`config.mk`:
```
export PLATFORM = sky130hd
export DESIGN_NAME = ptmt_alu
export DESIGN_NICKNAME = d
export VERILOG_FILES = /design/src/hw/rtl/ptmt_pkg.sv /design/src/hw/rtl/ptmt_alu.sv
export SDC_FILE = /design/constraint.sdc
export NUM_CORES = 1
export LEC_CHECK = 0
export BUFFER_PORTS_ARGS = -buffer_cell sky130_fd_sc_hd__buf_2
export CAP_MARGIN = 20
export CORE_AREA = 3 3 82 53
export DETAILED_ROUTE_END_ITERATION = 10
export DIE_AREA = 0 0 85 56
export PLACE_DENSITY = 0.95
export SKIP_LAST_GASP = 1
export SYNTH_ARGS = -nofsm -noshare
export SYNTH_HDL_FRONTEND = slang
export SYNTH_SLANG_ARGS = --single-unit
export TNS_END_PERCENT = 20
```
`constraint.sdc`:
```
create_clock -name vclk -period 3.78
set_clock_uncertainty 0.05 [all_clocks]
set_input_delay 0.567 -clock vclk [all_inputs]
set_output_delay 0.567 -clock vclk [all_outputs]
set_load 0.03 [all_outputs]
```
`src/hw/rtl/ptmt_pkg.sv`:
```
// ----------------------------------------------------------------------------
// ptmt_pkg: shared types and constants for the page table translate core
// Entry layout, request and status codes, register map and reset values.
// ----------------------------------------------------------------------------
package ptmt_pkg;

  localparam int DEF_PAGE_BITS = 12;
  localparam int DEF_NUM_PAGES = 1024;

  // Configuration port
  localparam int PADDR_W = 4;
  localparam logic [31:0] RST_PHYS_BASE = 32'h0000_0000;
  localparam logic [7:0]  RST_WRITE_MASK = 8'h02;
  localparam logic [7:0]  RST_USER_MASK  = 8'h04;

  typedef enum logic [1:0] {
    REG_PHYS_BASE  = 2'd0,
    REG_WRITE_MASK = 2'd1,
    REG_USER_MASK  = 2'd2
  } reg_idx_e;

  typedef enum logic [2:0] {
    REQ_MAP   = 3'd0,
    REQ_UNMAP = 3'd1,
    REQ_XLATE = 3'd2,
    REQ_ALLOC = 3'd3,
    REQ_FREE  = 3'd4,
    REQ_PROT  = 3'd5
  } req_e;

  typedef enum logic [1:0] {
    ST_OK     = 2'd0,
    ST_RANGE  = 2'd1,
    ST_ABSENT = 2'd2
  } status_e;

  typedef struct packed {
    logic [31:0] frame;
    logic        present;
    logic        writable;
    logic        user;
  } pte_t;

  typedef struct packed {
    logic [31:0] op_a;
    logic [31:0] op_b;
  } alu_req_t;

endpackage

```
`src/hw/rtl/ptmt_alu.sv`:
```
// ----------------------------------------------------------------------------
// ptmt_alu: shared 32-bit adder
// Serves range end, first frame, per-page frame step and frame plus offset.
// ----------------------------------------------------------------------------
module ptmt_alu (
  input  ptmt_pkg::alu_req_t req_i,
  output logic [31:0]        sum_o
);
  import ptmt_pkg::*;

  // wraps to 32 bits by design
  assign sum_o = req_i.op_a + req_i.op_b;

endmodule

```
# After elaboration in Yosys (flattened, before gate mapping)
# Index checks and enable logic that the tools add are counted.
# totals
output_inout_bits,32
regBits,0
in_bits,64
# classes
add_sub_neg,1
# op_table
operator,count
$add 32x32->32,1

# Longest topological paths before layout
# logic_depth
ltp_word,1
ltp_mapped,9
depth_no_buf,9

# Worst setup path after synthesis
# No wires, ideal clock.
# synth_timing
kind,input to output
startpoint,in req_i[0] (netlist name)
endpoint,out sum_o[26]
arrival_ns,2.767
setup_slack_ns,0.396
stages,9
required_time_ns,3.163
n_path_buf,0
cell_sequence,ha_1 -> fa_1 -> a21o_1 -> a31o_2 -> nand3_1 -> o221ai_1 -> a311oi_1 -> o21bai_1 -> xor2_1
# synth_via
elab_chain_cells,1
# synth_rtl
item,line_no,source
start: declaration,ptmt_alu.sv:6,"input ptmt_pkg::alu_req_t req_i,"
$add 32x32->32,ptmt_alu.sv:12,assign sum_o = req_i.op_a + req_i.op_b;
end: declaration,ptmt_alu.sv:7,output logic [31:0] sum_o
# Every way passes these cells.

# Final worst setup path
# layout_timing
startpoint,in req_i[0] (netlist name)
endpoint,out sum_o[28]
# The elaborated chain is that of the path after synthesis.

==> impl_metrics.csv <==
group,metric,value,unit
status,outcome,"finished, final reports clean",
final_layout,final_area,0.00227,mm^2
sta,grt_setup_unrepaired,"no",
global_routing,grt_pass1_wl,8610,um
setup_path,crit_path_end_kind,"primary output",
synthesis,syn_area_per_cell,7.24,um^2
sta,timing.final.ws_setup,0.198,ns
flow_run,drv_cap,0,
floorplanning,start_util,48.0,%
floorplanning,core.rowCount,17,
global_routing,grt_overflow,0,
floorplanning,die_area,0.00476,mm^2
final_layout,post-route-util,62.4,%
routing,drc_errors,0,
final_layout,seq_cells,0,
sta,whs,1.48,ns
placement,place_hpwl,4650,um
power,p_leak,1.20,nW
synthesis,synthMuxAreaShare,1.15,%
final_layout,final_cells,377,
final_layout,diodes,0,
sta,worstMarginPinSlew,0.544,ns
floorplanning,die_w,85,um
setup_path,crit_type,"in2out",
global_routing,grt_max_degree,10,
setup_path,cp_top_family,"compound AO/OA/AOI/OAI gates",
setup_path,required,3.16,ns
synthesis,yosysUniqueCellTypes,50,
final_layout,syn2layout_area_growth,30.1,%
final_layout,nets,428,
sta,finalSetupViolations,0,
sta,maxSlewHeadroom,62.8,%
sta,final_hold_viol_count,0,
setup_path,critPathMaxFanout,4,
setup_path,path_cells,"buf_2 -> ha_1 -> fa_1 -> a21o_1 -> a31o_2 -> nand4_1 -> a21oi_1 -> a21oi_1 -> o21ai_0 -> xor2_1 -> buf_2",
synthesis,syn_inst,241,
floorplanning,dieHeight,56,um
synthesis,synth_common_cells,"ha_1, a21oi_1, a21o_1, nand2_1, xor2_1",
routing,wl_per_cell,14.3,um
sta,max_freq,0.279,GHz
routing,drt_iter0_drc,146,
global_routing,grt_use_total,20.7,%
routing,vias,2213,
final_layout,drive_gt1_share,33.3,%
placement,dpl_cell_area,0.00227,mm^2
power,power_density,260,mW/mm^2
sta,setup_tns,0,ns
setup_path,start_kind,"input pin",
synthesis,synth_top_area_cell,"ha_1",
setup_path,cp_slowest_cell,"fa_1",
synthesis,synth_xor_area_share,14.1,%
placement,dpl.cell_count,377,
sta,period_share,94.8,%
global_routing,grt_pass1_vias,2016,
power,ir_worst_vdd,0.145,mV
setup_path,slowest_delay,0.41,ns
synthesis,synth_nets,337,
routing,via_per_inst,5.87,
global_routing,antenna_found_initial,0,
synthesis,seq_area_frac_synth,0,%
synthesis,synth-compound-area-share,39.3,%
placement,portBuffers,96,
routing,wirelength,5410,um
placement,place.gp.congestion,0.918,
synthesis,synth_most_common_cell,"ha_1",
sta,maxSlewViolCount,0,
synthesis,ys_warn_count,0,
floorplanning,core,0.00364,mm^2
worst_hold_path,holdCritPathClass,"in2out",
synthesis,yosys-top-cells-area,"ha_1, a21oi_1, a21o_1",
clock_tree,postCtsSetupBuffers,0,
synthesis,synthesis.area,0.00174,mm^2
placement,post-place-ws,0.230,ns
power,power,0.590,mW
setup_path,cp.arrival,2.97,ns
routing,first_pass_iters,5,
sta,finalCriticalPeriod,3.58,ns
routing,drtAntennaViolNets,0,
synthesis,synthAdderAreaFrac,23.4,%
floorplanning,pin_count,96,
final_layout,clockBufferCount,0,
clock_tree,cts_resized,0,
synthesis,synth_top_family_by_area,"compound AO/OA/AOI/OAI gates",
setup_path,crit_buf_inv,2,
clock_tree,holdBufCountCts,0,
final_layout,regArea,0,um^2
synthesis,synth_top_area_share,22.2,%
synthesis,synthSimpleGateAreaFrac,18.3,%
## final timing paths
path | from | endpoint | depth (start not counted)
worst max-delay path | req_i[0] | sum_o[28] | 11
worst min-delay path | req_i[32] | sum_o[0] | 3
## worst min-delay path, stage by stage
cell and delay [ns]:
buf_2 0.08, ha_1 0.12, buf_2 0.19
## placed cells by master (no fill, tap or decap), types with 10 or more instances in the layout
| cell type | Yosys | layout |
|---|---|---|
| xor2_1 | 15 | 15 |
| nand3_1 | 10 | 10 |
| o21ai_0 | 13 | 13 |
| nor2_1 | 12 | 12 |
| buf_2 | 2 | 96 |
| xnor2_1 | 13 | 13 |
| ha_1 | 31 | 31 |
| a21o_1 | 19 | 19 |
| nand2_1 | 18 | 18 |
| a21oi_1 | 29 | 29 |
## metal layers
layer	vias to the layer above	wire length (um)	GRT usage [%]
li1	1105	-	-
met1	993	2480	29.9
met2	107	2430	34.6
met3	8	461	1.33
met4	0	38	2.03
met5	-	0	0
## logic make-up (layout without fill, tap and decap cells)
| logic type | Yosys count | in the layout |
|---|---|---|
| AOI/OAI and AO/OA | 97 | 97 |
| xor gates and xnor gates | 28 | 28 |
| adders and majority gates | 32 | 32 |
| buffers and inverters | 17 | 106 |
| muxes | 2 | 2 |
| and+or+nand+nor | 65 | 65 |
## where the power goes
group,switching (mW),internal (mW)
sequential,0,0
combinational,0.378,0.212
clock,0,0
## area by class of cell
cell class / instances / area [um^2]
Multi-Input combinational cell: 224 / 1680
Fill cell: 342 / 1370
Timing Repair Buffer: 100 / 510
Tap cell: 47 / 58.8
Inverter: 6 / 22.5
(Power assumes the default switching activity.)
