===== src/hw/rtl/ptmt_pkg.sv =====
// ----------------------------------------------------------------------------
// ptmt_pkg: shared types and constants for the page table translate core
// Entry layout, request and status codes, register map and reset values.
// ----------------------------------------------------------------------------
package ptmt_pkg;

  localparam int DEF_PAGE_BITS = 12;
  localparam int DEF_NUM_PAGES = 1024;

  // Configuration port
  localparam int PADDR_W = 4;
  localparam logic [31:0] RST_PHYS_BASE = 32'h0000_0000;
  localparam logic [7:0]  RST_WRITE_MASK = 8'h02;
  localparam logic [7:0]  RST_USER_MASK  = 8'h04;

  typedef enum logic [1:0] {
    REG_PHYS_BASE  = 2'd0,
    REG_WRITE_MASK = 2'd1,
    REG_USER_MASK  = 2'd2
  } reg_idx_e;

  typedef enum logic [2:0] {
    REQ_MAP   = 3'd0,
    REQ_UNMAP = 3'd1,
    REQ_XLATE = 3'd2,
    REQ_ALLOC = 3'd3,
    REQ_FREE  = 3'd4,
    REQ_PROT  = 3'd5
  } req_e;

  typedef enum logic [1:0] {
    ST_OK     = 2'd0,
    ST_RANGE  = 2'd1,
    ST_ABSENT = 2'd2
  } status_e;

  typedef struct packed {
    logic [31:0] frame;
    logic        present;
    logic        writable;
    logic        user;
  } pte_t;

  typedef struct packed {
    logic [31:0] op_a;
    logic [31:0] op_b;
  } alu_req_t;

endpackage


===== src/hw/rtl/ptmt_seq.sv =====
// ----------------------------------------------------------------------------
// ptmt_seq: request sequencer
// Steps one request through table accesses and the shared adder, walking
// range requests page by page, and holds the result in an output register.
// ----------------------------------------------------------------------------
module ptmt_seq #(
  parameter int PAGE_BITS = ptmt_pkg::DEF_PAGE_BITS,
  parameter int NUM_PAGES = ptmt_pkg::DEF_NUM_PAGES
) (
  input  logic                         clk_i,
  input  logic                         rst_ni,
  // request channel
  input  logic                         in_valid_i,
  output logic                         in_stall_o,
  input  logic [2:0]                   req_type_i,
  input  logic [31:0]                  virt_addr_i,
  input  logic [31:0]                  phys_addr_i,
  input  logic [31:0]                  region_size_i,
  input  logic                         write_ok_i,
  input  logic                         user_ok_i,
  input  logic [7:0]                   prot_flags_i,
  // configuration
  input  logic [31:0]                  phys_base_i,
  input  logic [7:0]                   write_flag_mask_i,
  input  logic [7:0]                   user_flag_mask_i,
  // result channel
  output logic                         out_valid_o,
  input  logic                         out_stall_i,
  output logic [1:0]                   status_o,
  output logic [31:0]                  result_addr_o,
  // shared adder
  output ptmt_pkg::alu_req_t           alu_req_o,
  input  logic [31:0]                  alu_sum_i,
  // table port
  output logic                         tbl_we_o,
  output logic                         tbl_re_o,
  output logic [$clog2(NUM_PAGES)-1:0] tbl_addr_o,
  output ptmt_pkg::pte_t               tbl_wdata_o,
  input  ptmt_pkg::pte_t               tbl_rdata_i
);
  import ptmt_pkg::*;

  localparam int VpnW    = 32 - PAGE_BITS;
  localparam int CntBits = VpnW + 1;
  localparam int AddrW   = $clog2(NUM_PAGES);
  localparam int CntW    = (CntBits > AddrW + 1) ? CntBits : AddrW + 1;
  localparam logic [CntW-1:0] NumPg  = CntW'(NUM_PAGES);
  localparam logic [CntW-1:0] LastPg = CntW'(NUM_PAGES - 1);
  localparam logic [31:0] PageStep   = 32'(1) << PAGE_BITS;

  typedef enum logic [3:0] {
    S_CLEAR,
    S_IDLE,
    S_END,
    S_XRD,
    S_FRAME,
    S_WALK,
    S_PRD,
    S_PCHK,
    S_FIN
  } state_e;

  state_e        state_q;
  logic [2:0]    req_q;
  logic [31:0]   va_q;
  logic [31:0]   pa_q;
  logic          wok_q;
  logic          uok_q;
  logic          wflag_q;
  logic          uflag_q;
  logic [CntBits-1:0] cnt_q;
  logic [CntW-1:0] end_q;
  logic [CntW-1:0] idx_q;
  logic [31:0]   frame_q;
  status_e       st_q;
  logic [31:0]   res_q;
  logic          out_valid_q;
  status_e       out_status_q;
  logic [31:0]   out_res_q;

  logic [CntW-1:0] start_w;
  logic [CntW-1:0] addr_cw;
  logic            start_in;
  logic            walk_go;
  logic            accept;
  logic            out_fire;

  assign start_w  = CntW'(va_q[31:PAGE_BITS]);
  assign start_in = start_w < NumPg;
  assign walk_go  = (idx_q < end_q) && (idx_q < NumPg);
  assign accept   = in_valid_i && !in_stall_o;
  assign out_fire = out_valid_q && !out_stall_i;

  assign in_stall_o    = (state_q != S_IDLE);
  assign out_valid_o   = out_valid_q;
  assign status_o      = out_status_q;
  assign result_addr_o = out_res_q;
  assign tbl_addr_o    = addr_cw[AddrW-1:0];

  // adder operands and table port per step
  always_comb begin
    alu_req_o   = '0;
    tbl_we_o    = 1'b0;
    tbl_re_o    = 1'b0;
    addr_cw     = idx_q;
    tbl_wdata_o = '0;
    unique case (state_q)
      S_CLEAR: begin
        tbl_we_o = 1'b1;
      end
      S_END: begin
        alu_req_o.op_a = 32'(start_w);
        alu_req_o.op_b = 32'(cnt_q);
        addr_cw        = start_w;
        if (req_q == REQ_MAP) begin
          tbl_we_o    = start_in;
          tbl_wdata_o = '{frame: pa_q, present: 1'b1, writable: wok_q, user: uok_q};
        end else if (req_q == REQ_UNMAP) begin
          tbl_we_o = start_in;
        end else if (req_q == REQ_XLATE) begin
          tbl_re_o = start_in;
        end
      end
      S_XRD: begin
        alu_req_o.op_a = tbl_rdata_i.frame;
        alu_req_o.op_b = 32'(va_q[PAGE_BITS-1:0]);
      end
      S_FRAME: begin
        alu_req_o.op_a = phys_base_i;
        alu_req_o.op_b = {va_q[31:PAGE_BITS], {PAGE_BITS{1'b0}}};
      end
      S_WALK: begin
        alu_req_o.op_a = frame_q;
        alu_req_o.op_b = PageStep;
        tbl_we_o       = walk_go;
        if (req_q == REQ_ALLOC) begin
          tbl_wdata_o = '{frame: frame_q, present: 1'b1, writable: wok_q, user: uok_q};
        end
      end
      S_PRD: begin
        tbl_re_o = walk_go;
      end
      S_PCHK: begin
        tbl_we_o    = tbl_rdata_i.present;
        tbl_wdata_o = '{frame: tbl_rdata_i.frame, present: 1'b1,
                        writable: wflag_q, user: uflag_q};
      end
      default: begin
      end
    endcase
  end

  always_ff @(posedge clk_i or negedge rst_ni) begin
    if (!rst_ni) begin
      state_q     <= S_CLEAR;
      idx_q       <= '0;
      out_valid_q <= 1'b0;
    end else begin
      // the final step reloads the result register itself
      if (out_fire && (state_q != S_FIN)) begin
        out_valid_q <= 1'b0;
      end
      unique case (state_q)
        S_CLEAR: begin
          if (idx_q == LastPg) begin
            idx_q   <= '0;
            state_q <= S_IDLE;
          end else begin
            idx_q <= idx_q + 1'b1;
          end
        end
        S_IDLE: begin
          if (accept) begin
            req_q   <= req_type_i;
            va_q    <= virt_addr_i;
            pa_q    <= phys_addr_i;
            wok_q   <= write_ok_i;
            uok_q   <= user_ok_i;
            wflag_q <= |(prot_flags_i & write_flag_mask_i);
            uflag_q <= |(prot_flags_i & user_flag_mask_i);
            // ceil(size / page size)
            cnt_q   <= CntBits'(region_size_i[31:PAGE_BITS]) +
                       CntBits'(|region_size_i[PAGE_BITS-1:0]);
            state_q <= S_END;
          end
        end
        S_END: begin
          end_q <= alu_sum_i[CntW-1:0];
          idx_q <= start_w;
          res_q <= '0;
          // single-page requests fault here when the page is off the table
          if (!start_in &&
              (req_q == REQ_MAP || req_q == REQ_UNMAP || req_q == REQ_XLATE)) begin
            st_q <= ST_RANGE;
          end else begin
            st_q <= ST_OK;
          end
          unique case (req_q)
            REQ_MAP, REQ_UNMAP: state_q <= S_FIN;
            REQ_XLATE: state_q <= start_in ? S_XRD : S_FIN;
            REQ_ALLOC: state_q <= S_FRAME;
            REQ_FREE:  state_q <= S_WALK;
            REQ_PROT:  state_q <= S_PRD;
            default:   state_q <= S_FIN;
          endcase
        end
        S_XRD: begin
          if (tbl_rdata_i.present) begin
            res_q <= alu_sum_i;
          end else begin
            st_q <= ST_ABSENT;
          end
          state_q <= S_FIN;
        end
        S_FRAME: begin
          frame_q <= alu_sum_i;
          state_q <= S_WALK;
        end
        S_WALK: begin
          if (walk_go) begin
            idx_q   <= idx_q + 1'b1;
            frame_q <= alu_sum_i;
          end else begin
            if (req_q == REQ_ALLOC) begin
              if ((end_q > NumPg) && (cnt_q != '0)) begin
                st_q <= ST_RANGE;
              end else begin
                res_q <= va_q;
              end
            end
            state_q <= S_FIN;
          end
        end
        S_PRD: begin
          priority if (idx_q >= end_q) begin
            state_q <= S_FIN;
          end else if (idx_q >= NumPg) begin
            st_q    <= ST_RANGE;
            state_q <= S_FIN;
          end else begin
            state_q <= S_PCHK;
          end
        end
        S_PCHK: begin
          if (!tbl_rdata_i.present) begin
            st_q    <= ST_ABSENT;
            state_q <= S_FIN;
          end else begin
            idx_q   <= idx_q + 1'b1;
            state_q <= S_PRD;
          end
        end
        S_FIN: begin
          if (!out_valid_q || !out_stall_i) begin
            out_valid_q  <= 1'b1;
            out_status_q <= st_q;
            out_res_q    <= res_q;
            state_q      <= S_IDLE;
          end
        end
        default: state_q <= S_IDLE;
      endcase
    end
  end

  // table writes stay inside the table
  a_wr_in_range: assert property (@(posedge clk_i) disable iff (!rst_ni)
    tbl_we_o |-> (addr_cw < NumPg))
    else $error("table write outside table");

  // a range walk never passes its end page
  a_walk_bound: assert property (@(posedge clk_i) disable iff (!rst_ni)
    (state_q == S_WALK || state_q == S_PRD || state_q == S_PCHK) |-> (idx_q <= end_q))
    else $error("walk index past range end");

  // a new result only comes out of the final step
  a_result_src: assert property (@(posedge clk_i) disable iff (!rst_ni)
    (!$past(out_valid_q) && out_valid_q) |-> $past(state_q == S_FIN))
    else $error("result loaded outside final step");

endmodule


===== config.mk =====
export PLATFORM = sky130hd
export DESIGN_NAME = ptmt_seq
export DESIGN_NICKNAME = d
export VERILOG_FILES = /design/src/hw/rtl/ptmt_pkg.sv /design/src/hw/rtl/ptmt_seq.sv
export SDC_FILE = /design/constraint.sdc
export NUM_CORES = 1
export LEC_CHECK = 0
export BUFFER_PORTS_ARGS = -buffer_cell sky130_fd_sc_hd__buf_2
export CORE_MARGIN = 2
export CORE_UTILIZATION = 31
export CTS_BUF_LIST = sky130_fd_sc_hd__clkbuf_4 sky130_fd_sc_hd__clkbuf_8 sky130_fd_sc_hd__clkbuf_16
export DETAILED_ROUTE_END_ITERATION = 8
export GPL_TIMING_DRIVEN = 0
export SLEW_MARGIN = 20
export SYNTH_ARGS = -nofsm -noshare
export SYNTH_HDL_FRONTEND = slang
export SYNTH_SLANG_ARGS = --single-unit

===== constraint.sdc =====
create_clock -name clk_i -period 7.1 [get_ports clk_i]
set_input_delay 0.355 -clock clk_i [delete_from_list [all_inputs] [get_ports clk_i]]
set_output_delay 0.355 -clock clk_i [all_outputs]
set_load 0.05 [all_outputs]

Yosys cells after proc, flatten, opt, wreduce, memory -nomap -nowiden
Index checks and enable logic that the tools add are counted.
- latch bits: 0
- register bits: 239
- bits of input ports: 228
- memories kept: 0
- bits in read-only memories: 0
- RAM bits: 0
- muxes and demuxes: 44
- magnitude comparators: 6
- multiply operators: 0
- shift operators: 0
- bitwise logic cells: 2
- $add $sub $neg: 2
- divide/modulo/power cells: 0
- equal/unequal tests: 29
- reductions and logical operators: 32
- operator list (kind ; count):
    case mux 64 bit (4 select lines) ; 1
    two-way mux 32 bit ; 5
    case mux 35 bit (3 select lines) ; 1
    case mux 32 bit (3 select lines) ; 1
    case mux 21 bit (4 select lines) ; 1
    two-way mux 35 bit ; 2
    case mux 32 bit (2 select lines) ; 1
    two-way mux 21 bit ; 3
    case mux 4 bit (9 select lines) ; 1
    two-way mux 4 bit ; 8
    != test 2 bit (second input constant) ; 13
    adder 20 x 1 -> 21 bit ; 1
    adder 21 x 1 -> 21 bit (second input constant) ; 1
    equality test 21 x 10 -> 1 bit (second input constant) ; 1
    greater-or-equal comparator 21 x 11 -> 1 bit (second input constant) ; 1
    greater-or-equal comparator 21 bit ; 1
    > comparator 21 x 11 -> 1 bit (second input constant) ; 1
    < comparator 21 x 11 -> 1 bit (second input constant) ; 1
    < comparator 21 bit ; 1
    nonzero test 21 bit ; 1
    < comparator 20 x 11 -> 1 bit (second input constant) ; 1
    bitwise AND 8 bit ; 2
    equality test 4 x 3 -> 1 bit (second input constant) ; 4
    case mux 4 bit (4 select lines) ; 1
    other kinds (30) ; 61

Logic depth before layout (Yosys ltp)
Gate-level depths: netlist (run 1).
- depth in word-level cells: 6
- mapped depth: 9

Worst setup path after synthesis (run 1)
OpenSTA, ideal clock, no wires.
- path kind: reg2reg
- start: reg idx_q[16]
- end: reg frame_q[0] (enable)
- buffers on the path: 0
- data required time: 6.506 ns
- arrival time: 6.733 ns
- path slack: -0.228 ns
- cell stages (with the launch flop): 8
- path through: dfrtp_1 > ha_1 > a21oi_1 > o21ai_0 > a221oi_1 > and2_1 > nand3_1 > a2111oi_0
- cells in the longest elaborated chain, start to end: 4
- elaborated cells on any way between the ends: 5
- those cells by class: 2 x order compare; 1 x eq/ne; 2 x reduce/logical
- ends and longest elaborated chain (item ; line ; RTL):
    start: declaration ; ptmt_seq.sv:73 ; logic [CntW-1:0] idx_q;
    start signal: assignment ; ptmt_seq.sv:169 ; idx_q <= idx_q + 1'b1;
    start signal: assignment ; ptmt_seq.sv:189 ; idx_q <= start_w;
    start signal: assignment ; ptmt_seq.sv:221 ; idx_q <= idx_q + 1'b1;
    < comparator 21 bit or < comparator 21 x 11 -> 1 bit (tied branches) ; ptmt_seq.sv:90 ; assign walk_go = (idx_q < end_q) && (idx_q < NumPg);
    logical AND 1 bit * ; ptmt_seq.sv:90 ;
    != test 2 bit (no line) * ; -- ;
    AND reduction 3 bit (no line) * ; -- ;
    end signal: assignment ; ptmt_seq.sv:216 ; frame_q <= alu_sum_i;
    end signal: assignment ; ptmt_seq.sv:222 ; frame_q <= alu_sum_i;
    end: declaration ; ptmt_seq.sv:74 ; logic [31:0] frame_q;
Every way passes the cells marked *; elsewhere a longest branch is shown, timed or not.
A chain may end at the register's enable or synchronous reset.

==> impl_metrics.csv, run 1 <==
group,metric,value,unit
setup_path,cp-end-kind,"output pin",
cells_and_area,area_growth,35.89,%
cells_and_area,design_area,15750,µm²
synth,synth_cell_type_count,62,
drt,wl_per_cell,26.25,µm
grt,grt_pass1_wl,72120,µm
cts,cts_tree,"yes",
synth,synthSimpleGateAreaFrac,0.1448,
synth,yosysWarnings,0,
sta,tns,0,ns
sta,setup_viol,0,
power_and_ir_drop,ir_drop,0.0001829,V
setup_path,required,6.74,ns
synth,synth_flop_cell,"edfxtp_1",
grt,grtUsageMet3,0.06368,
cells_and_area,layout_common_cells,"buf_2 (395), edfxtp_1 (213), nand2_1 (135)",
placement,dp_hpwl,39140,µm
die,die_w,197.3,µm
synth,muxShareOfSynthArea,0.01220,
sta,fin_crit,4.414,ns
drt,dr.pass1.iters,9,
synth,synth-edff-count,213,
grt,grt.overflow.total,0,
cells_and_area,layout.cells.most_common,"buf_2",
synth,syn-num-nets,1226,
synth,synth-seq-cells,239,
sta,slew_headroom,0.2430,
die,die_h,197.3,µm
sta,max_slew.worst_pin.slew,1.125,ns
cells_and_area,fillCellCount,3545,
power_and_ir_drop,power_density,373.7,nW/µm²
sta,rsz0062_at_grt,"no",
synth,async_flop_share,0.1088,
setup_path,cp-start-kind,"flip-flop",
grt,antenna_found_initial,3,
synth,syn-mean-instance-area,11.91,µm²
cts,numCtsBuffers,26,
power_and_ir_drop,leakagePower,6.851,nW
grt,grtUsageMet1,0.3099,
grt,grt_start_max_net_pins,50,
sta,skew,0.02137,ns
cts,cts_root_buf,"clkbuf_16",
synth,synth_cells,973,
power_and_ir_drop,pwr-share-clk,0.230,
cts,clk_pin_slew,0.06,ns
sta,hold_ws,0.01122,ns
sta,fmax,0.2265,GHz
cts,clock_sinks,239,
setup_path,path_class,"reg -> out",
die,fp.coreArea,36700,µm²
cts,cts.repair.resized,0,
synth,synth_compound_area_frac,0.1510,
worst_hold_path,hold_class,"in -> reg",
power_and_ir_drop,p_sw,2.643,mW
grt,grt_pass1_vias,10810,
drt,ant_nets,0,
placement,port_buffers,372,
placement,place_congestion,0.8959,
power_and_ir_drop,switching_share,0.4492,
cells_and_area,finalNetCount,1708,
grt,grtUsageTotal,0.2564,
drt,routed_via_density,5.578,
sta,final_max_slew_viol_count,0,
synth,synthAdderAreaFrac,0.02699,
cts,clk_latency,0.56,ns
grt,grtUsageMet2,0.4477,
cts,htreeDepth,1,
setup_path,rrSetupSlack,2.93,ns
cells_and_area,drive_gt1_frac,0.3132,
die,fp.dieArea,38940,µm²
synth,syn_area,11590,µm²
die,rows,70,
placement,dpl-instance-area,14200,µm²
power_and_ir_drop,seq_power_share,0.327,
power_and_ir_drop,comb_power_share,0.443,
drt,drc_errors,0,
synth,synth-xor-area-share,0.01361,
sta,final_hold_viol_count,0,
drt,wl,51050,µm
setup_path,path_max_fanout,10,
drt,vias,10850,
cts,clockBufferDepth,3,
run,cap_violations,0,
die,start_util,0.3158,
power_and_ir_drop,internal_power,3.241,mW
setup_path,worstPathArrival,4.06,ns
sta,fin_ws,2.686,ns
run_status,status,"complete, no violations",
synth,ys_seq_area_frac,0.6081,
drt,drtIter0Drc,1151,
die,ios,375,
synth,synth_top_family_by_area,"compound AO/OA/AOI/OAI gates",
grt,busiest_layer,"met2",
sta,period_share,0.6217,
placement,dp_slack,3.042,ns
synth_stat cells (13+ instances only):
cell type  number  area, µm²
edfxtp_1      213       6396
nand2_1       135      506.7
inv_1          67      251.5
nand3_1        53      265.3
a22o_1         43      376.6
a222oi_1       41      410.4
clkbuf_1       36      135.1
nor2_1         32      120.1
dfrtp_1        26      650.6
ha_1           25      312.8
a22oi_1        23      172.7
nor4_1         22      137.6
and3_1         21      131.4
a221o_1        19      190.2
and2_1         18      112.6
nand4_1        18      112.6
o21ai_0        18      90.09
buf_2          17      85.08
a21oi_1        15      75.07
o31ai_1        15      112.6
mux2i_1        13      130.1
xnor2_1        13      113.9
layer usage:
layer	vias up	wire, µm
met4	0	1726
met3	99	4812
met5	-	0
met1	5347	19130
li1	4763	-
met2	641	25380
final timing paths:
check | start | to | depth (start not counted)
worst max-delay path | state_q[1]$_DFFE_PN0P_ | tbl_wdata_o[11] | 9
worst min register to register | res_q[4]$_DFFE_PP_ | result_addr_o[4]$_DFFE_PP_ | 0
worst max register to register | idx_q[19]$_DFFE_PN0P_ | frame_q[11]$_DFFE_PP_ | 11
min in group asynchronous | rst_ni | idx_q[2]$_DFFE_PN0P_ | 2
max in group asynchronous | rst_ni | idx_q[16]$_DFFE_PN0P_ | 2
worst min-delay path | alu_sum_i[30] | frame_q[30]$_DFFE_PP_ | 1
critical path: stages, from the launching register on:
cell and delay [ns]:
dfrtp_1 0.39, clkbuf_1 0.24, nor2b_1 0.16, clkbuf_1 0.39, nand2_1 0.31, nor2_2 0.66
clkbuf_1 0.72, a222oi_1 0.22, inv_1 0.14, buf_2 0.27
through the flow:
| stage | cells | utilization | total power [mW] |
|---|---|---|---|
| 2_1_floorplan | 973 | - | 3.635 |
| 3_3_place_gp | 1813 | 0.3825 | 4.442 |
| 3_5_place_dp | 1825 | 0.3869 | 4.493 |
| 4_1_cts | 1943 | 0.4289 | 5.870 |
| 5_1_grt | 1945 | 0.4291 | 6.128 |
| 6_report | 1945 | 0.4291 | 5.884 |
power groups by stage:
stage	registers [mW]	logic, mW	clock network [mW]
5_1_grt	1.94	2.77	1.42
3_3_place_gp	1.96	2.48	0
2_1_floorplan	1.94	1.70	0
4_1_cts	1.92	2.59	1.36
6_report	1.92	2.61	1.35
3_5_place_dp	1.95	2.55	0
layout make-up:
| cell class | count | area [µm²] | share of cell area |
|---|---|---|---|
| well taps | 468 | 585.6 | 0.03719 |
| inverters | 67 | 251.5 | 0.01597 |
| clock buffers | 29 | 673.1 | 0.04275 |
| flip-flops and latches | 239 | 7047 | 0.4475 |
| clock inverters | 19 | 168.9 | 0.01073 |
| diodes | 2 | 5.005 | 0.0003178 |
| plain buffers | 58 | 250.2 | 0.01589 |
| multi-input cells | 609 | 4068 | 0.2583 |
| repair buffers | 454 | 2698 | 0.1713 |
cells by family (layout without fill, tap and decap cells):
logic type	count (synthesis)	after routing
compound gates	212	212
xor+xnor	18	18
fa+ha+maj	25	25
buf+inv	125	627
flops	239	239
mux	14	14
other cells	0	2
simple gates	340	340
timing repair:
action	in CTS	in global routing
setup buffers	0	0
endpoints found under the hold margin	95	0
hold buffers	70	0
state kept, by name, summed over array words and instances (netlist names), 3 cells and up:
signal,count
cnt_q,21
end_q,21
frame_q,32
idx_q,21
pa_q,32
req_q,3
res_q,32
result_addr_o,32
state_q,4
va_q,32
No activity file was read; power rests on OpenSTA's default activity.
==> run 2: changes to the inputs <==
- ABC_AREA: not set -> 1
- clock period: 7.1 -> 3.85 ns (I/O delays scaled with it)
==> impl_metrics.csv, run 2 <==
group,metric,value,unit
sta,slew_headroom,0.2318,
run_status,status,"complete, no violations",
sta,max_slew.worst_pin.slew,1.152,ns
synth,yosysTopAreaCellShare,0.5414,
synth,synth_cell_type_count,44,
setup_path,crit_family,"simple AND/OR/NAND/NOR gates",
cells_and_area,instances_no_fill,2275,
synth,synth-edff-count,213,
setup_path,path_max_fanout,10,
placement,dpl.cell_count,2106,
worst_hold_path,hold_class,"in -> reg",
grt,grt.overflow.total,0,
cts,cts_root_buf,"clkbuf_16",
cts,clockBufferDepth,3,
power_and_ir_drop,leakagePower,7.273,nW
setup_path,crit_buf_inv,3,
setup_path,r2r_start,"idx_q[16]$_DFFE_PN0P_",
drt,vias,11370,
synth,synth_cells,1212,
sta,setup_viol,0,
die,fp.coreArea,37580,µm²
drt,wl,50390,µm
grt,antenna_found_initial,3,
die,die_h,199.2,µm
cells_and_area,finalNetCount,1998,
setup_path,cp_cell_sequence,"nor2_1 > inv_1 > nor2_1 > clkbuf_1 > nand2_1 > nand4_1 > buf_2",
setup_path,cpPeakStageDelay,0.78,ns
cts,clk_pin_slew,0.06,ns
cts,clock_sinks,239,
setup_path,required,3.66,ns
grt,grt_pass1_vias,10870,
grt,grtUsageMet1,0.3332,
die,start_util,0.3144,
drt,wl_per_cell,22.15,µm
drt,drtIter0Drc,959,
placement,place_congestion,0.9256,
grt,grtUsageTotal,0.2464,
setup_path,cp-start-kind,"flip-flop",
synth,syn_area,11820,µm²
cells_and_area,layout.cells.most_common,"buf_2",
setup_path,worstPathArrival,3.46,ns
grt,grtUsageMet3,0.04084,
sta,fmax,0.2738,GHz
synth,synth_most_common_cell,"nand2_1",
drt,routed_via_density,4.998,
sta,fin_ws,0.1976,ns
sta,period_share,0.9487,
sta,fin_crit,3.652,ns
placement,dp_slack,0.5357,ns
die,fp.dieArea,39690,µm²
cells_and_area,area_growth,40.20,%
synth,synthTopCellsByArea,"edfxtp_1 (54%), nand2_1 (10%), dfrtp_1 (5.5%)",
setup_path,path_class,"reg -> out",
worst_hold_path,hold_start,"region_size_i[27]",
placement,port_buffers,372,
drt,ant_nets,0,
synth,syn-num-nets,1465,
synth,yosysWarnings,0,
placement,dp_hpwl,39060,µm
power_and_ir_drop,power_density,619.1,nW/µm²
sta,final_max_slew_viol_count,0,
drt,drc_errors,0,
cts,numCtsBuffers,27,
cts,cts_tree,"yes",
synth,synth_flop_cell,"edfxtp_1",
synth,syn-mean-instance-area,9.748,µm²
sta,final_hold_viol_count,0,
die,die_w,199.2,µm
setup_path,crit_path_frequent_cell,"nor2_1",
cts,htreeDepth,1,
sta,skew,0.01102,ns
synth,synth-seq-cells,239,
synth,ys_seq_area_frac,0.5964,
power_and_ir_drop,ir_drop,0.0003302,V
grt,grtUsageMet2,0.4013,
die,rows,71,
cells_and_area,final_util,0.4408,
cts,clk_latency,0.54,ns
setup_path,cp-end-kind,"output pin",
grt,grt_start_max_net_pins,29,
cells_and_area,layout_common_cells,"buf_2 (382), nand2_1 (325), edfxtp_1 (213)",
grt,busiest_layer,"met2",
drt,dr.pass1.iters,7,
grt,grt_pass1_wl,70540,µm
setup_path,cp_slowest_cell,"clkbuf_1",
die,ios,375,
setup_path,crit_start,"state_q[0]$_DFFE_PN0P_",
cts,postCtsSetupBuffers,0,
sta,rsz0062_at_grt,"no",
run,cap_violations,0,
synth,netlist_top_cells_count,"nand2_1 (325), edfxtp_1 (213), inv_1 (145), o21ai_0 (78), nor2_1 (73)",
synth,yosysTopAreaCell,"edfxtp_1",
synth,async_flop_share,0.1088,
cells_and_area,drive_gt1_frac,0.2675,
run 2: cell types whose count changed after synthesis, moves of 18 or more:
cell / change
a22o_1: -41
a221o_1: -19
nand4_1: +24
nor2_1: +41
a222oi_1: -41
and3_1: -18
nand2_1: +190
o21ai_0: +60
o22ai_1: +20
inv_1: +78
run 2: cell type report:
class | count | area [µm²]
buffer | 40 | 198.9
multi-input combinational | 779 | 4028
fill | 3666 | 21010
antenna | 3 | 7.507
tap | 511 | 639.4
clock buffer | 33 | 720.7
inverter | 154 | 578.1
timing repair buffer | 504 | 3232
clock inverter | 12 | 113.9
sequential | 239 | 7047
run 2: per-stage QoR:
stage	TNS (ns)	total power, mW	cell area, µm²	hold slack [ns]
floorplan	0	6.242	11820	-0.1031
global placement	-244.61	7.586	14320	0.2677
detailed placement	0	7.684	14510	0.2791
CTS	0	10.27	16560	0.001492
global route	0	10.69	16560	0.01625
finish	0	10.26	16560	0.01821
run 2: metal layers:
metal,wire length (µm),share of wire
met5,13,0.00026
met4,1652,0.033
met3,4004,0.079
met2,23640,0.47
met1,21080,0.42
run 2: timing repair:
| action | CTS | global route |
|---|---|---|
| gates resized for setup | 0 | 3 |
| endpoints found under the hold margin | 172 | 0 |
| endpoints found under the setup margin | 0 | 2 |
| hold buffers | 121 | 0 |
run 2: report_power, final:
part / leakage, nW / total (mW) / switching (mW) / internal (mW)
logic: 4.58 / 4.20 / 3.13 / 1.06
clock network: 0.413 / 2.49 / 1.03 / 1.45
registers: 2.28 / 3.57 / 0.263 / 3.31
run 2: final timing paths:
check	endpoint	slack (ns)	cells after the start
max	alu_req_o[44]	0.20	7
min	cnt_q[15]$_DFFE_PP_	0.02	2
max reg2reg	frame_q[2]$_DFFE_PP_	0.48	14
min reg2reg	result_addr_o[0]$_DFFE_PP_	0.42	0
max in group asynchronous	idx_q[20]$_DFFE_PN0P_	3.09	2
min in group asynchronous	idx_q[3]$_DFFE_PN0P_	0.28	2
run 2: worst register-to-register path, stage by stage (launching register included):
cell and delay [ns]:
dfrtp_1 0.46, ha_1 0.33, nand2_1 0.10, inv_1 0.04, nand2_1 0.06, nand2_1 0.05, a21oi_1 0.20, nand2_1 0.09
nor2_2 0.22, nand2_1 0.13, nand2_1 0.14, buf_2 0.29, o21ai_0 0.20, nor2_4 0.50, buf_16 0.25
run 2: cells by family after synthesis:
family / Yosys count / share of synthesized area
XOR/XNOR: 24 / 0.01779
AO/OA/AOI/OAI: 179 / 0.09076
AND/OR/NAND/NOR: 551 / 0.2030
flip-flops: 239 / 0.5964
adder cells (fa/ha/maj): 25 / 0.02647
buffers and inverters: 194 / 0.06555
==> run 3: changes to the inputs <==
- PLACE_DENSITY: not set -> 0.63
==> impl_metrics.csv, run 3 (same netlist as run 2, synthesis figures left out) <==
group,metric,value,unit
power_and_ir_drop,ir_drop,0.0003446,V
placement,dp_slack,0.4959,ns
setup_path,worstPathArrival,3.45,ns
setup_path,cp-start-kind,"flip-flop",
drt,wl,50670,µm
drt,vias,11490,
cts,numCtsBuffers,26,
sta,fmax,0.2746,GHz
power_and_ir_drop,internal_power,5.918,mW
setup_path,reg2regPathDepth,14,
drt,wl_per_cell,22.26,µm
worst_hold_path,whs_path_depth,2,
grt,grt_start_max_net_pins,29,
cells_and_area,drive_gt1_frac,0.2691,
cts,cts_root_buf,"clkbuf_16",
power_and_ir_drop,p_sw,4.444,mW
worst_hold_path,hold_class,"in -> reg",
run_status,status,"complete, no violations",
placement,dpl-instance-area,14560,µm²
cells_and_area,n_antenna_cell,0,
sta,period_share,0.9458,
setup_path,path_class,"reg -> out",
die,ios,375,
cells_and_area,instances_no_fill,2276,
drt,ant_nets,0,
cells_and_area,layout_common_cells,"buf_2 (382), nand2_1 (325), edfxtp_1 (213)",
grt,grt_pass1_vias,11220,
cts,postCtsSetupBuffers,0,
placement,dp_hpwl,39210,µm
sta,setup_viol,0,
power_and_ir_drop,comb_power_share,0.408,
placement,port_buffers,372,
cells_and_area,final_util,0.4432,
worst_hold_path,holdPathEnd,"cnt_q[12]$_DFFE_PP_",
grt,grtUsageTotal,0.2482,
setup_path,cp-end-kind,"output pin",
setup_path,path_max_fanout,10,
sta,final_hold_viol_count,0,
die,die_h,199.2,µm
grt,grt.overflow.total,0,
worst_hold_path,hold_start,"region_size_i[24]",
cts,htreeDepth,1,
cells_and_area,layout.cells.most_common,"buf_2",
die,rows,71,
drt,drc_errors,0,
cts,clock_sinks,239,
cells_and_area,fillCellCount,3625,
cells_and_area,finalNetCount,2000,
power_and_ir_drop,seq_power_share,0.344,
sta,rsz0062_at_grt,"no",
sta,fin_crit,3.641,ns
sta,skew,0.01168,ns
drt,routed_via_density,5.047,
power_and_ir_drop,pwr-share-clk,0.248,
sta,final_max_slew_viol_count,0,
cells_and_area,area_growth,40.95,%
die,start_util,0.3144,
cts,clk_latency,0.54,ns
drt,dr.pass1.iters,6,
power_and_ir_drop,power_density,622.2,nW/µm²
setup_path,required,3.66,ns
cts,clockBufferDepth,3,
cells_and_area,design_area,16650,µm²
sta,slew_headroom,0.2370,
grt,antenna_found_initial,1,
setup_path,r2r_start,"idx_q[14]$_DFFE_PN0P_",
placement,dpl.cell_count,2107,
setup_path,rrSetupSlack,0.47,ns
cts,cts_tree,"yes",
drt,drtIter0Drc,1011,
die,fp.dieArea,39690,µm²
setup_path,r2r-end,"frame_q[7]$_DFFE_PP_",
cts,clk_pin_slew,0.06,ns
die,die_w,199.2,µm
sta,max_slew.worst_pin.slew,1.145,ns
placement,place_congestion,0.9313,
run,cap_violations,0,
power_and_ir_drop,leakagePower,7.314,nW
sta,fin_ws,0.2086,ns
die,fp.coreArea,37580,µm²
power_and_ir_drop,switching_share,0.4289,
grt,grt_pass1_wl,71580,µm
-- run 3: final cells by class --
type | count | area (µm²) | share of cell area
Timing Repair Buffer | 507 | 3298 | 0.1980
Clock buffer | 34 | 728.2 | 0.04373
Multi-Input combinational cell | 779 | 4028 | 0.2418
Sequential cell | 239 | 7047 | 0.4231
Tap cell | 511 | 639.4 | 0.03839
Clock inverter | 12 | 137.6 | 0.008264
Buffer | 40 | 197.7 | 0.01187
Inverter | 154 | 578.1 | 0.03471
-- run 3: worst max-delay path by stage --
| stage | from | to | slack [ns] | cells after the start |
|---|---|---|---|---|
| after floorplan | state_q[3]$_DFFE_PN0P_ | cnt_q[0]$_DFFE_PP_ | 0.07 | 5 |
| after global placement | rst_ni | result_addr_o[20]$_DFFE_PP_ | -1.98 | 3 |
| after detailed placement | idx_q[14]$_DFFE_PN0P_ | frame_q[3]$_DFFE_PP_ | 0.50 | 14 |
| after CTS | state_q[3]$_DFFE_PN0P_ | alu_req_o[44] | 0.19 | 7 |
| after global routing | state_q[3]$_DFFE_PN0P_ | alu_req_o[47] | 0.06 | 7 |
| final | state_q[3]$_DFFE_PN0P_ | alu_req_o[44] | 0.21 | 7 |
-- run 3: power groups by stage --
stage	Combinational (mW)	Clock, mW	Sequential (mW)
after floorplan	2.62	0	3.62
after global placement	3.94	0	3.64
after detailed placement	4.08	0	3.60
after CTS	4.19	2.61	3.55
after global routing	4.49	2.70	3.60
final	4.23	2.57	3.56
-- run 3: routing by layer --
metal  wire [µm]  up-vias  global-route usage  part of all wire
li1            -     5255                   -                 -
met1       20420     5501              0.3298              0.40
met2       23720      630              0.4024              0.47
met3        4600      100             0.04827             0.091
met4        1919        2             0.09093             0.038
met5          13        -                   0           0.00026
-- run 3: worst max-delay path: stages (launching register included) --
cell	delay [ns]
dfrtp_1	0.41
nor2_1	0.20
inv_2	0.09
nor2_2	0.72
clkbuf_1	0.91
nand2_1	0.12
nand4_1	0.17
buf_2	0.28
-- run 3: per-stage QoR --
| step | hold slack, ns | TNS, ns | total power [mW] |
|---|---|---|---|
| 5_1_grt | 0.01101 | 0 | 10.79 |
| 4_1_cts | 0.0005298 | 0 | 10.35 |
| 6_report | 0.01852 | 0 | 10.36 |
| 3_3_place_gp | 0.2809 | -266.38 | 7.575 |
| 3_5_place_dp | 0.2944 | 0 | 7.683 |
| 2_1_floorplan | -0.1031 | 0 | 6.242 |
-- run 3: timing repair --
item,CTS,global route
gates resized for setup,0,0
hold buffers,122,1
hold endpoints to repair,175,2
